## src/json_key_value_extractor_macros.svh

```systemverilog
`ifndef JSON_KEY_VALUE_EXTRACTOR_MACROS_SVH
`define JSON_KEY_VALUE_EXTRACTOR_MACROS_SVH

// same-cycle implication, checked out of reset
`define JKV_ASSERT_NOW(label, cond, prop, msg) \
  label: assert property (@(posedge clk_i) disable iff (!rst_ni) (cond) |-> (prop)) \
    else $error(msg);

// next-cycle implication, checked out of reset
`define JKV_ASSERT_NEXT(label, cond, prop, msg) \
  label: assert property (@(posedge clk_i) disable iff (!rst_ni) (cond) |=> (prop)) \
    else $error(msg);

`endif

```

## src/jkv_pkg.sv

```systemverilog
package jkv_pkg;

  localparam int unsigned MAX_KEY_LEN    = 8;
  localparam int unsigned RES_FIFO_DEPTH = 4;

  localparam logic [7:0] CH_QUOTE  = 8'h22;
  localparam logic [7:0] CH_COLON  = 8'h3a;
  localparam logic [7:0] CH_COMMA  = 8'h2c;
  localparam logic [7:0] CH_RBRACE = 8'h7d;
  localparam logic [7:0] CH_RBRACK = 8'h5d;
  localparam logic [7:0] CH_SPACE  = 8'h20;
  localparam logic [7:0] CH_TAB    = 8'h09;
  localparam logic [7:0] CH_LF     = 8'h0a;
  localparam logic [7:0] CH_CR     = 8'h0d;

  typedef enum logic {
    CFG_KEY_LENGTH = 1'b0,
    CFG_KEY_BYTES  = 1'b1
  } cfg_idx_e;

  typedef enum logic [2:0] {
    PH_SEARCH,
    PH_COLON,
    PH_SKIPWS,
    PH_STRING,
    PH_BARE,
    PH_WAIT
  } phase_e;

  typedef enum logic [1:0] {
    ST_STRING   = 2'd0,
    ST_BARE     = 2'd1,
    ST_NULL     = 2'd2,
    ST_NOTFOUND = 2'd3
  } status_e;

  typedef struct packed {
    logic [7:0] value_byte;
    logic       done_res;
    logic [1:0] status;
  } res_t;

  typedef struct packed {
    logic [1:0] n;
    res_t       r0;
    res_t       r1;
  } push_t;

  function automatic logic [7:0] null_char(input logic [1:0] idx);
    logic [7:0] c;
    case (idx)
      2'd0: c = 8'h6e;
      2'd1: c = 8'h75;
      2'd2: c = 8'h6c;
      2'd3: c = 8'h6c;
      default: c = 8'h6c;
    endcase
    return c;
  endfunction

endpackage

```

## src/jkv_fifo.sv

```systemverilog
module jkv_fifo #(
  parameter int unsigned Depth = jkv_pkg::RES_FIFO_DEPTH
) (
  input  logic          clk_i,
  input  logic          rst_ni,
  input  jkv_pkg::push_t push_i,
  input  logic          pop_i,
  output jkv_pkg::res_t head_o,
  output logic          valid_o,
  output logic          room_o,
  output logic [$clog2(Depth+1)-1:0] fill_o
);

  localparam int unsigned PtrW  = $clog2(Depth);
  localparam int unsigned FillW = $clog2(Depth+1);
  localparam logic [PtrW-1:0] LastPtr = PtrW'(Depth - 1);

  jkv_pkg::res_t mem_q [Depth];
  logic [PtrW-1:0]  wp_q, wp_d, rp_q, rp_d, wp1, wp2;
  logic [FillW-1:0] fill_q, fill_d;

  assign wp1 = (wp_q == LastPtr) ? '0 : wp_q + 1'b1;
  assign wp2 = (wp1 == LastPtr) ? '0 : wp1 + 1'b1;

  always_comb begin
    case (push_i.n)
      2'd1:    wp_d = wp1;
      2'd2:    wp_d = wp2;
      default: wp_d = wp_q;
    endcase
    rp_d = rp_q;
    if (pop_i) begin
      rp_d = (rp_q == LastPtr) ? '0 : rp_q + 1'b1;
    end
    fill_d = fill_q + FillW'(push_i.n) - FillW'(pop_i);
  end

  always_ff @(posedge clk_i or negedge rst_ni) begin
    if (!rst_ni) begin
      wp_q   <= '0;
      rp_q   <= '0;
      fill_q <= '0;
    end else begin
      wp_q   <= wp_d;
      rp_q   <= rp_d;
      fill_q <= fill_d;
    end
  end

  always_ff @(posedge clk_i) begin
    if (push_i.n != 2'd0) begin
      mem_q[wp_q] <= push_i.r0;
    end
    if (push_i.n == 2'd2) begin
      mem_q[wp1] <= push_i.r1;
    end
  end

  assign head_o  = mem_q[rp_q];
  assign valid_o = (fill_q != '0);
  assign room_o  = (fill_q <= FillW'(Depth - 2));
  assign fill_o  = fill_q;

endmodule

```

## src/jkv_core.sv

```systemverilog
module jkv_core #(
  parameter int unsigned MaxKeyLen = jkv_pkg::MAX_KEY_LEN
) (
  input  logic           clk_i,
  input  logic           rst_ni,
  input  logic           cfg_write_i,
  input  logic           cfg_index_i,
  input  logic [63:0]    cfg_data_i,
  input  logic           fire_i,
  input  logic [7:0]     byte_i,
  input  logic           end_i,
  output jkv_pkg::push_t push_o
);

  localparam int unsigned WinDepth = MaxKeyLen + 2;
  localparam int unsigned LenW     = $clog2(MaxKeyLen + 1);
  localparam logic [3:0]  MaxLen   = 4'(MaxKeyLen);

  logic [3:0]  key_len_q;
  logic [63:0] key_bytes_q;

  logic [7:0] win_q [WinDepth];
  logic [7:0] win_d [WinDepth];
  logic [7:0] win_n [WinDepth];
  jkv_pkg::phase_e phase_q, phase_d;
  logic [2:0] cnt_q, cnt_d, cnt_upd;
  logic       null_q, null_d, null_upd;

  logic [3:0]      len_eff;
  logic [MaxKeyLen:0] hit_len;
  logic            key_hit;
  logic            ws, stop, bare_end;
  logic            has_byte, has_status, bare_byte;
  jkv_pkg::status_e st, bare_st_cur, bare_st_upd;

  // configuration registers
  always_ff @(posedge clk_i or negedge rst_ni) begin
    if (!rst_ni) begin
      key_len_q   <= '0;
      key_bytes_q <= '0;
    end else if (cfg_write_i) begin
      case (cfg_index_i)
        jkv_pkg::CFG_KEY_LENGTH: key_len_q   <= cfg_data_i[3:0];
        jkv_pkg::CFG_KEY_BYTES:  key_bytes_q <= cfg_data_i;
        default: ;
      endcase
    end
  end

  assign ws = (byte_i == jkv_pkg::CH_SPACE) || (byte_i == jkv_pkg::CH_TAB) ||
              (byte_i == jkv_pkg::CH_LF) || (byte_i == jkv_pkg::CH_CR);
  assign stop = (byte_i == jkv_pkg::CH_COMMA) || (byte_i == jkv_pkg::CH_RBRACE) ||
                (byte_i == jkv_pkg::CH_RBRACK);
  assign bare_end = stop || (byte_i == jkv_pkg::CH_SPACE) ||
                    (byte_i == jkv_pkg::CH_LF) || (byte_i == jkv_pkg::CH_CR);

  // shifted window and parallel compare for every key length
  always_comb begin
    win_n[0] = byte_i;
    for (int i = 1; i < WinDepth; i++) begin
      win_n[i] = win_q[i-1];
    end
    for (int l = 0; l <= MaxKeyLen; l++) begin
      hit_len[l] = (win_n[0] == jkv_pkg::CH_QUOTE) && (win_n[l+1] == jkv_pkg::CH_QUOTE);
      for (int i = 0; i < l; i++) begin
        if (win_n[l-i] != key_bytes_q[8*i +: 8]) begin
          hit_len[l] = 1'b0;
        end
      end
    end
  end

  assign len_eff = (key_len_q > MaxLen) ? MaxLen : key_len_q;
  assign key_hit = hit_len[len_eff[LenW-1:0]];

  // null prefix tracking
  assign cnt_upd  = (cnt_q < 3'd7) ? cnt_q + 3'd1 : cnt_q;
  assign null_upd = null_q &&
                    !((cnt_q < 3'd4) && (byte_i != jkv_pkg::null_char(cnt_q[1:0])));
  assign bare_st_cur = (cnt_q == 3'd4 && null_q) ? jkv_pkg::ST_NULL : jkv_pkg::ST_BARE;
  assign bare_st_upd = (cnt_upd == 3'd4 && null_upd) ? jkv_pkg::ST_NULL : jkv_pkg::ST_BARE;

  // output decode
  always_comb begin
    has_byte   = 1'b0;
    has_status = 1'b0;
    bare_byte  = 1'b0;
    st         = jkv_pkg::ST_NOTFOUND;
    case (phase_q)
      jkv_pkg::PH_SKIPWS: begin
        if (!ws && byte_i != jkv_pkg::CH_QUOTE) begin
          if (stop) begin
            has_status = 1'b1;
          end else begin
            has_byte  = 1'b1;
            bare_byte = 1'b1;
            if (end_i) begin
              has_status = 1'b1;
              st         = bare_st_upd;
            end
          end
        end
      end
      jkv_pkg::PH_STRING: begin
        if (byte_i == jkv_pkg::CH_QUOTE) begin
          has_status = 1'b1;
          st         = jkv_pkg::ST_STRING;
        end else begin
          has_byte = 1'b1;
          if (end_i) begin
            has_status = 1'b1;
          end
        end
      end
      jkv_pkg::PH_BARE: begin
        if (bare_end) begin
          has_status = 1'b1;
          st         = bare_st_cur;
        end else begin
          has_byte  = 1'b1;
          bare_byte = 1'b1;
          if (end_i) begin
            has_status = 1'b1;
            st         = bare_st_upd;
          end
        end
      end
      default: ;
    endcase
    if (end_i && !has_status && phase_q != jkv_pkg::PH_WAIT) begin
      has_status = 1'b1;
      st         = jkv_pkg::ST_NOTFOUND;
    end
  end

  // next state
  always_comb begin
    phase_d = phase_q;
    win_d   = win_q;
    cnt_d   = cnt_q;
    null_d  = null_q;
    if (bare_byte) begin
      cnt_d  = cnt_upd;
      null_d = null_upd;
    end
    case (phase_q)
      jkv_pkg::PH_SEARCH: begin
        win_d = win_n;
        if (key_hit) begin
          phase_d = jkv_pkg::PH_COLON;
        end
      end
      jkv_pkg::PH_COLON: begin
        if (byte_i == jkv_pkg::CH_COLON) begin
          phase_d = jkv_pkg::PH_SKIPWS;
        end
      end
      jkv_pkg::PH_SKIPWS: begin
        if (!ws) begin
          if (byte_i == jkv_pkg::CH_QUOTE) begin
            phase_d = jkv_pkg::PH_STRING;
          end else begin
            phase_d = jkv_pkg::PH_BARE;
          end
        end
      end
      default: ;
    endcase
    if (has_status) begin
      phase_d = jkv_pkg::PH_WAIT;
    end
    if (end_i) begin
      phase_d = jkv_pkg::PH_SEARCH;
      cnt_d   = '0;
      null_d  = 1'b1;
      for (int i = 0; i < WinDepth; i++) begin
        win_d[i] = '0;
      end
    end
  end

  always_ff @(posedge clk_i or negedge rst_ni) begin
    if (!rst_ni) begin
      phase_q <= jkv_pkg::PH_SEARCH;
      cnt_q   <= '0;
      null_q  <= 1'b1;
      for (int i = 0; i < WinDepth; i++) begin
        win_q[i] <= '0;
      end
    end else if (fire_i) begin
      phase_q <= phase_d;
      cnt_q   <= cnt_d;
      null_q  <= null_d;
      win_q   <= win_d;
    end
  end

  // result requests, value byte always ahead of the status
  always_comb begin
    push_o.r1.value_byte = '0;
    push_o.r1.done_res   = 1'b1;
    push_o.r1.status     = st;
    if (has_byte) begin
      push_o.r0.value_byte = byte_i;
      push_o.r0.done_res   = 1'b0;
      push_o.r0.status     = jkv_pkg::ST_STRING;
    end else begin
      push_o.r0 = push_o.r1;
    end
    push_o.n = fire_i ? (2'(has_byte) + 2'(has_status)) : 2'd0;
  end

endmodule

```

## src/json_key_value_extractor.sv

```systemverilog
// channel | direction | handshake                 | payload
// s_axis  | in        | s_axis_tvalid_i/tready_o  | tdata doc_byte, tlast doc_end
// m_axis  | out       | m_axis_tvalid_o/tready_i  | tdata value_byte, tlast done_res,
//         |           |                           | tuser status
// cfg     | in        | cfg_valid_i/cfg_ready_o   | cfg_index_i, cfg_data_i
//
// one byte per cycle sustained while the result queue has room; a byte is held in the
// input register until it fires, then its results are written into the result queue
// a byte producing two results (value byte plus status) pushes both at once; the output sends them one after the other
// a held byte leaves the input register only while the four-entry result queue has at least two free slots
// reset clears configuration, window and phase; no clearing pass
module json_key_value_extractor #(
  parameter int unsigned MaxKeyLen = jkv_pkg::MAX_KEY_LEN
) (
  input  logic        clk_i,
  input  logic        rst_ni,
  input  logic        s_axis_tvalid_i,
  output logic        s_axis_tready_o,
  input  logic [7:0]  s_axis_tdata_i,   // [7:0] doc_byte
  input  logic        s_axis_tlast_i,
  output logic        m_axis_tvalid_o,
  input  logic        m_axis_tready_i,
  output logic [7:0]  m_axis_tdata_o,   // [7:0] value_byte
  output logic        m_axis_tlast_o,
  output logic [1:0]  m_axis_tuser_o,   // [1:0] status
  input  logic        cfg_valid_i,
  output logic        cfg_ready_o,
  input  logic        cfg_index_i,
  input  logic [63:0] cfg_data_i
);

  `include "json_key_value_extractor_macros.svh"

  localparam int unsigned Depth = jkv_pkg::RES_FIFO_DEPTH;
  localparam int unsigned FillW = $clog2(Depth + 1);

  logic       in_valid_q;
  logic [7:0] in_byte_q;
  logic       in_end_q;
  logic       fire, room, pop;
  logic [FillW-1:0] fill;
  jkv_pkg::push_t push;
  jkv_pkg::res_t  head;

  assign fire            = in_valid_q && room;
  assign s_axis_tready_o = !in_valid_q || fire;
  assign cfg_ready_o     = 1'b1;

  always_ff @(posedge clk_i or negedge rst_ni) begin
    if (!rst_ni) begin
      in_valid_q <= 1'b0;
    end else if (s_axis_tready_o) begin
      in_valid_q <= s_axis_tvalid_i;
    end
  end

  always_ff @(posedge clk_i) begin
    if (s_axis_tready_o && s_axis_tvalid_i) begin
      in_byte_q <= s_axis_tdata_i;
      in_end_q  <= s_axis_tlast_i;
    end
  end

  jkv_core #(
    .MaxKeyLen (MaxKeyLen)
  ) u_core (
    .clk_i       (clk_i),
    .rst_ni      (rst_ni),
    .cfg_write_i (cfg_valid_i && cfg_ready_o),
    .cfg_index_i (cfg_index_i),
    .cfg_data_i  (cfg_data_i),
    .fire_i      (fire),
    .byte_i      (in_byte_q),
    .end_i       (in_end_q),
    .push_o      (push)
  );

  assign pop = m_axis_tvalid_o && m_axis_tready_i;

  jkv_fifo #(
    .Depth (Depth)
  ) u_fifo (
    .clk_i   (clk_i),
    .rst_ni  (rst_ni),
    .push_i  (push),
    .pop_i   (pop),
    .head_o  (head),
    .valid_o (m_axis_tvalid_o),
    .room_o  (room),
    .fill_o  (fill)
  );

  assign m_axis_tdata_o = head.value_byte;
  assign m_axis_tlast_o = head.done_res;
  assign m_axis_tuser_o = head.status;

  `JKV_ASSERT_NOW(a_fill_bound, 1'b1, fill <= FillW'(Depth), "result queue overflow")
  `JKV_ASSERT_NOW(a_byte_status, m_axis_tvalid_o && !m_axis_tlast_o,
                  m_axis_tuser_o == jkv_pkg::ST_STRING, "value byte with nonzero status")
  `JKV_ASSERT_NOW(a_status_data, m_axis_tvalid_o && m_axis_tlast_o,
                  m_axis_tdata_o == 8'h00, "status result with nonzero data")
  `JKV_ASSERT_NEXT(a_in_hold, in_valid_q && !fire,
                   in_valid_q && $stable(in_byte_q) && $stable(in_end_q),
                   "stalled input register changed")

endmodule
```

## config.mk

```make
export PLATFORM = sky130hd
export DESIGN_NAME = json_key_value_extractor
export DESIGN_NICKNAME = d
export VERILOG_FILES = /design/src/jkv_pkg.sv /design/src/jkv_fifo.sv /design/src/jkv_core.sv /design/src/json_key_value_extractor.sv
export VERILOG_INCLUDE_DIRS = /design/src /design/src/src
export SDC_FILE = /design/constraint.sdc
export NUM_CORES = 1
export LEC_CHECK = 0
export ABC_CLOCK_PERIOD_IN_PS = 4150
export BUFFER_PORTS_ARGS = -buffer_cell sky130_fd_sc_hd__buf_2
export CORE_MARGIN = 5
export CORE_UTILIZATION = 50
export DETAILED_ROUTE_END_ITERATION = 6
export PLACE_DENSITY = 0.65
export SLEW_MARGIN = 20
export SYNTH_ARGS = -nofsm -noshare
export SYNTH_HDL_FRONTEND = slang
export SYNTH_HIERARCHICAL = 1
export SYNTH_SLANG_ARGS = --single-unit
```

## constraint.sdc

```tcl
create_clock -name clk_i -period 4.15 [get_ports clk_i]
set_input_delay 0.6225 -clock clk_i [delete_from_list [all_inputs] [get_ports clk_i]]
set_output_delay 0.6225 -clock clk_i [all_outputs]
set_load 0.01 [all_outputs]
```

==> impl_metrics.py <==
metrics = {
    "worst_setup_path": {
        "cp-start-kind": "register",
        "crit_type": "reg -> reg",
        "r2r_slack_ps": 310,
        "cp.arrival_ps": 4060,
        "cp-end-kind": "register",
        "reg2reg_to": "u_fifo/mem_q[1][9]",
        "r2r_cells": 13,
        "crit_required_ps": 4370,
        "worstPathMaxFanout": 12,
        "r2r-start": "in_byte_q[3]",
    },
    "run": {
        "drv_cap": 0,
    },
    "logic_synthesis": {
        "syn_area_per_cell_um2": 10.1,
        "synthesis.area_mm2": 0.0134,
        "synth_cells": 1326,
        "synth_area_leaders": "dfrtp_1, edfxtp_1, xnor2_1, mux2_2, xor2_1",
        "synth.yosys.warnings": 6,
        "synth_cell_types": 78,
        "async_reset_ff_share_pct": 74.5,
        "synth_top_area_cell": "dfrtp_1",
        "synth-seq-area-share_pct": 40.9,
        "ys.flop_type": "dfrtp_1",
        "synth_seq_cells": 208,
        "synth_edf_count": 53,
        "yosysTopAreaCellShare_pct": 28.8,
    },
    "timing": {
        "clock.fmax_mhz": 261,
        "final-setup-viol-count": 0,
        "setup_ws_ps": 314,
        "min_period_ps": 3840,
        "min_period_over_period_pct": 92.4,
        "slew_headroom_pct": 40.3,
        "hold_viol": 0,
        "fin_skew_ps": 8.27,
        "rsz0062_at_grt": "false",
        "tightestPinTransition_ps": 895,
        "setup-tns-final_ps": 0,
        "slew_violations": 0,
    },
    "die": {
        "io-pin-count": 93,
        "rows": 60,
        "die-area_mm2": 0.0302,
        "die_x_um": 174,
        "core-area_mm2": 0.0267,
        "die_y_um": 174,
        "start_util_pct": 50.3,
    },
    "global_route": {
        "antenna_found_initial": 0,
        "grt_pass1_wl_um": 63800,
        "grt_max_degree": 88,
        "grt_pass1_vias": 9989,
        "overflow": 0,
        "grtUsageTotal_pct": 27.2,
    },
    "clock_network": {
        "ctsRootBufferMaster": "clkbuf_16",
        "cts_num_sinks": 208,
        "insertion_delay_ps": 530,
        "tritoncts": "done",
        "clk_pin_slew_ps": 60,
        "postCtsSetupBuffers": 0,
        "cts.path.max_buffers": 3,
        "cts_buffers": 24,
        "cts-htree-levels": 1,
    },
    "detailed_routing": {
        "dr.pass1.iters": 5,
        "wl_um": 41800,
        "vias_per_cell": 6.23,
        "postRouteAntennaNets": 0,
        "dr_total_vias": 10500,
        "drc": 0,
        "drtIter0Drc": 1032,
        "wire_per_inst_um": 24.9,
    },
    "placed_design": {
        "hpwl_um": 29600,
        "gp_congestion": 1.02,
        "io_buffer_count": 91,
        "pre_cts_slack_ps": 172,
        "place_area_mm2": 0.0139,
    },
    "final_layout": {
        "drive_above_1_share_pct": 22.5,
        "multiInputGateArea_mm2": 0.00720,
        "area_delta_synth_final_pct": 9.29,
        "antenna_cells": 0,
        "num-fill-cells": 2310,
        "design_area_mm2": 0.0146,
        "nets": 1420,
        "seqCellArea_mm2": 0.00547,
    },
    "min_path": {
        "hold_path.class": "in -> async",
    },
    "power_and_ir_drop": {
        "power_density_mw_per_mm2": 594,
        "irDropWorstVdd_mv": 0.375,
        "p_leak_nw": 5.97,
    },
    "outcome": {
        "status": "complete, no violations",
    },
}
## logic make-up after synthesis
group,share of synthesized area (%)
AO/OA/AOI/OAI,4.72
XOR/XNOR,17.9
adder cells (fa/ha/maj),1.64
buffers and inverters,5.87
flip-flops,40.9
multiplexers,11.6
other,0.0841
AND/OR/NAND/NOR,17.4
## metal layers
| metal | wire length, um | share of wire (%) | global-route usage (%) | up-vias |
|---|---|---|---|---|
| met3 | 4140 | 9.9 | 5.06 | 151 |
| met1 | 18400 | 44 | 41.2 | 5121 |
| met5 | 0 | 0 | 0 | - |
| met4 | 1870 | 4.5 | 9.77 | 0 |
| met2 | 17400 | 42 | 38.9 | 603 |
| li1 | - | - | - | 4599 |
## worst max-delay path by stage
stage,to,from
after detailed placement,u_fifo/mem_q[1][9],in_byte_q[3]
after global routing,u_fifo/mem_q[0][4],in_byte_q[3]
final,u_fifo/mem_q[1][9],in_byte_q[3]
after global placement,u_fifo/mem_q[1][9],in_byte_q[3]
after floorplan,u_fifo/mem_q[1][0],in_byte_q[1]
after CTS,u_fifo/mem_q[1][9],in_byte_q[3]
## registers in the layout, indices dropped and copies added, names as in the netlist
register and flops:
u_core/null_q 1, u_fifo/fill_o 3, in_valid_q 1, u_fifo/wp_q 2, u_core/key_len_q 4, u_core/win_n 72, u_core/phase_q 3, u_core/cnt_q 3
u_fifo/rp_q 2, u_fifo/mem_q 44, in_byte_q 8, u_core/key_bytes_q 64, in_end_q 1
## cell usage in the layout, fill, tap and decap left out, types with 11 or more instances in the layout
master,count
dfrtp_1,154
nand2_1,152
nor2_1,20
nor2b_1,12
xnor2_1,181
inv_1,33
o22ai_1,11
buf_2,90
buf_4,21
nor4_1,30
o31ai_1,16
and2_1,13
edfxtp_1,53
nor3_1,14
a21oi_1,13
xor2_1,92
nor4b_1,16
clkbuf_16,24
ha_1,15
nand4_1,113
nand3_1,12
mux2_2,114
## cell type report
type / count / area share, %
Tap cell: 341 / 2.92
Multi-Input combinational cell: 937 / 49.2
Clock buffer: 33 / 4.47
Sequential cell: 208 / 37.4
Timing Repair Buffer: 113 / 4.37
Inverter: 40 / 1.03
Clock inverter: 10 / 0.641
## cell usage after synthesis (all sizes together), types with 3 or more instances
cell / number
nand2: 157
o211ai: 4
nand4b: 5
or3: 3
nor2: 20
o31ai: 16
nand4: 113
dfrtp: 154
buf: 49
nand2b: 6
nor3: 15
and2: 15
o21ai: 14
ha: 16
nor4: 34
a21oi: 14
nor4b: 17
a22oi: 3
nor2b: 13
o22ai: 11
nand3: 12
edfxtp: 53
mux2: 114
xnor2: 181
clkbuf: 99
nor3b: 4
conb: 3
xor2: 92
mux4: 11
inv: 39
## worst max-delay path: stages (launching register included)
cell      delay, ps
edfxtp_1        530
and3b_1         250
o21a_1          220
a221oi_2        460
nor2_1          180
nor3_1          320
nand2_1         120
ha_1            290
and2_1          160
inv_1           100
ha_2            290
nand2_2         230
o21ai_0         140
buf_4           230
## report_power, final
part	switching, W	total [W]	leakage, nW	internal (W)
sequential	0.00122	0.00370	2.45	0.00247
combinational	0.00158	0.00298	3.17	0.00140
clock	0.000851	0.00202	0.359	0.00117
## stage by stage
step | hold WS [ps] | util [%] | cells | power, W
floorplan | 327 | - | 1333 | 0.00555
global placement | 452 | 52.0 | 1639 | 0.00654
detailed placement | 457 | 52.0 | 1639 | 0.00659
CTS | 150 | 54.8 | 1682 | 0.00865
global route | 184 | 54.9 | 1682 | 0.00911
finish | 121 | 54.9 | 1682 | 0.00869
## timing repair
item	4_1_cts	5_1_grt
setup endpoints to repair	0	88
hold buffers	0	0
endpoints found under the hold margin	0	0
gates resized for setup	0	6
Power figures use the tool's default switching activity.
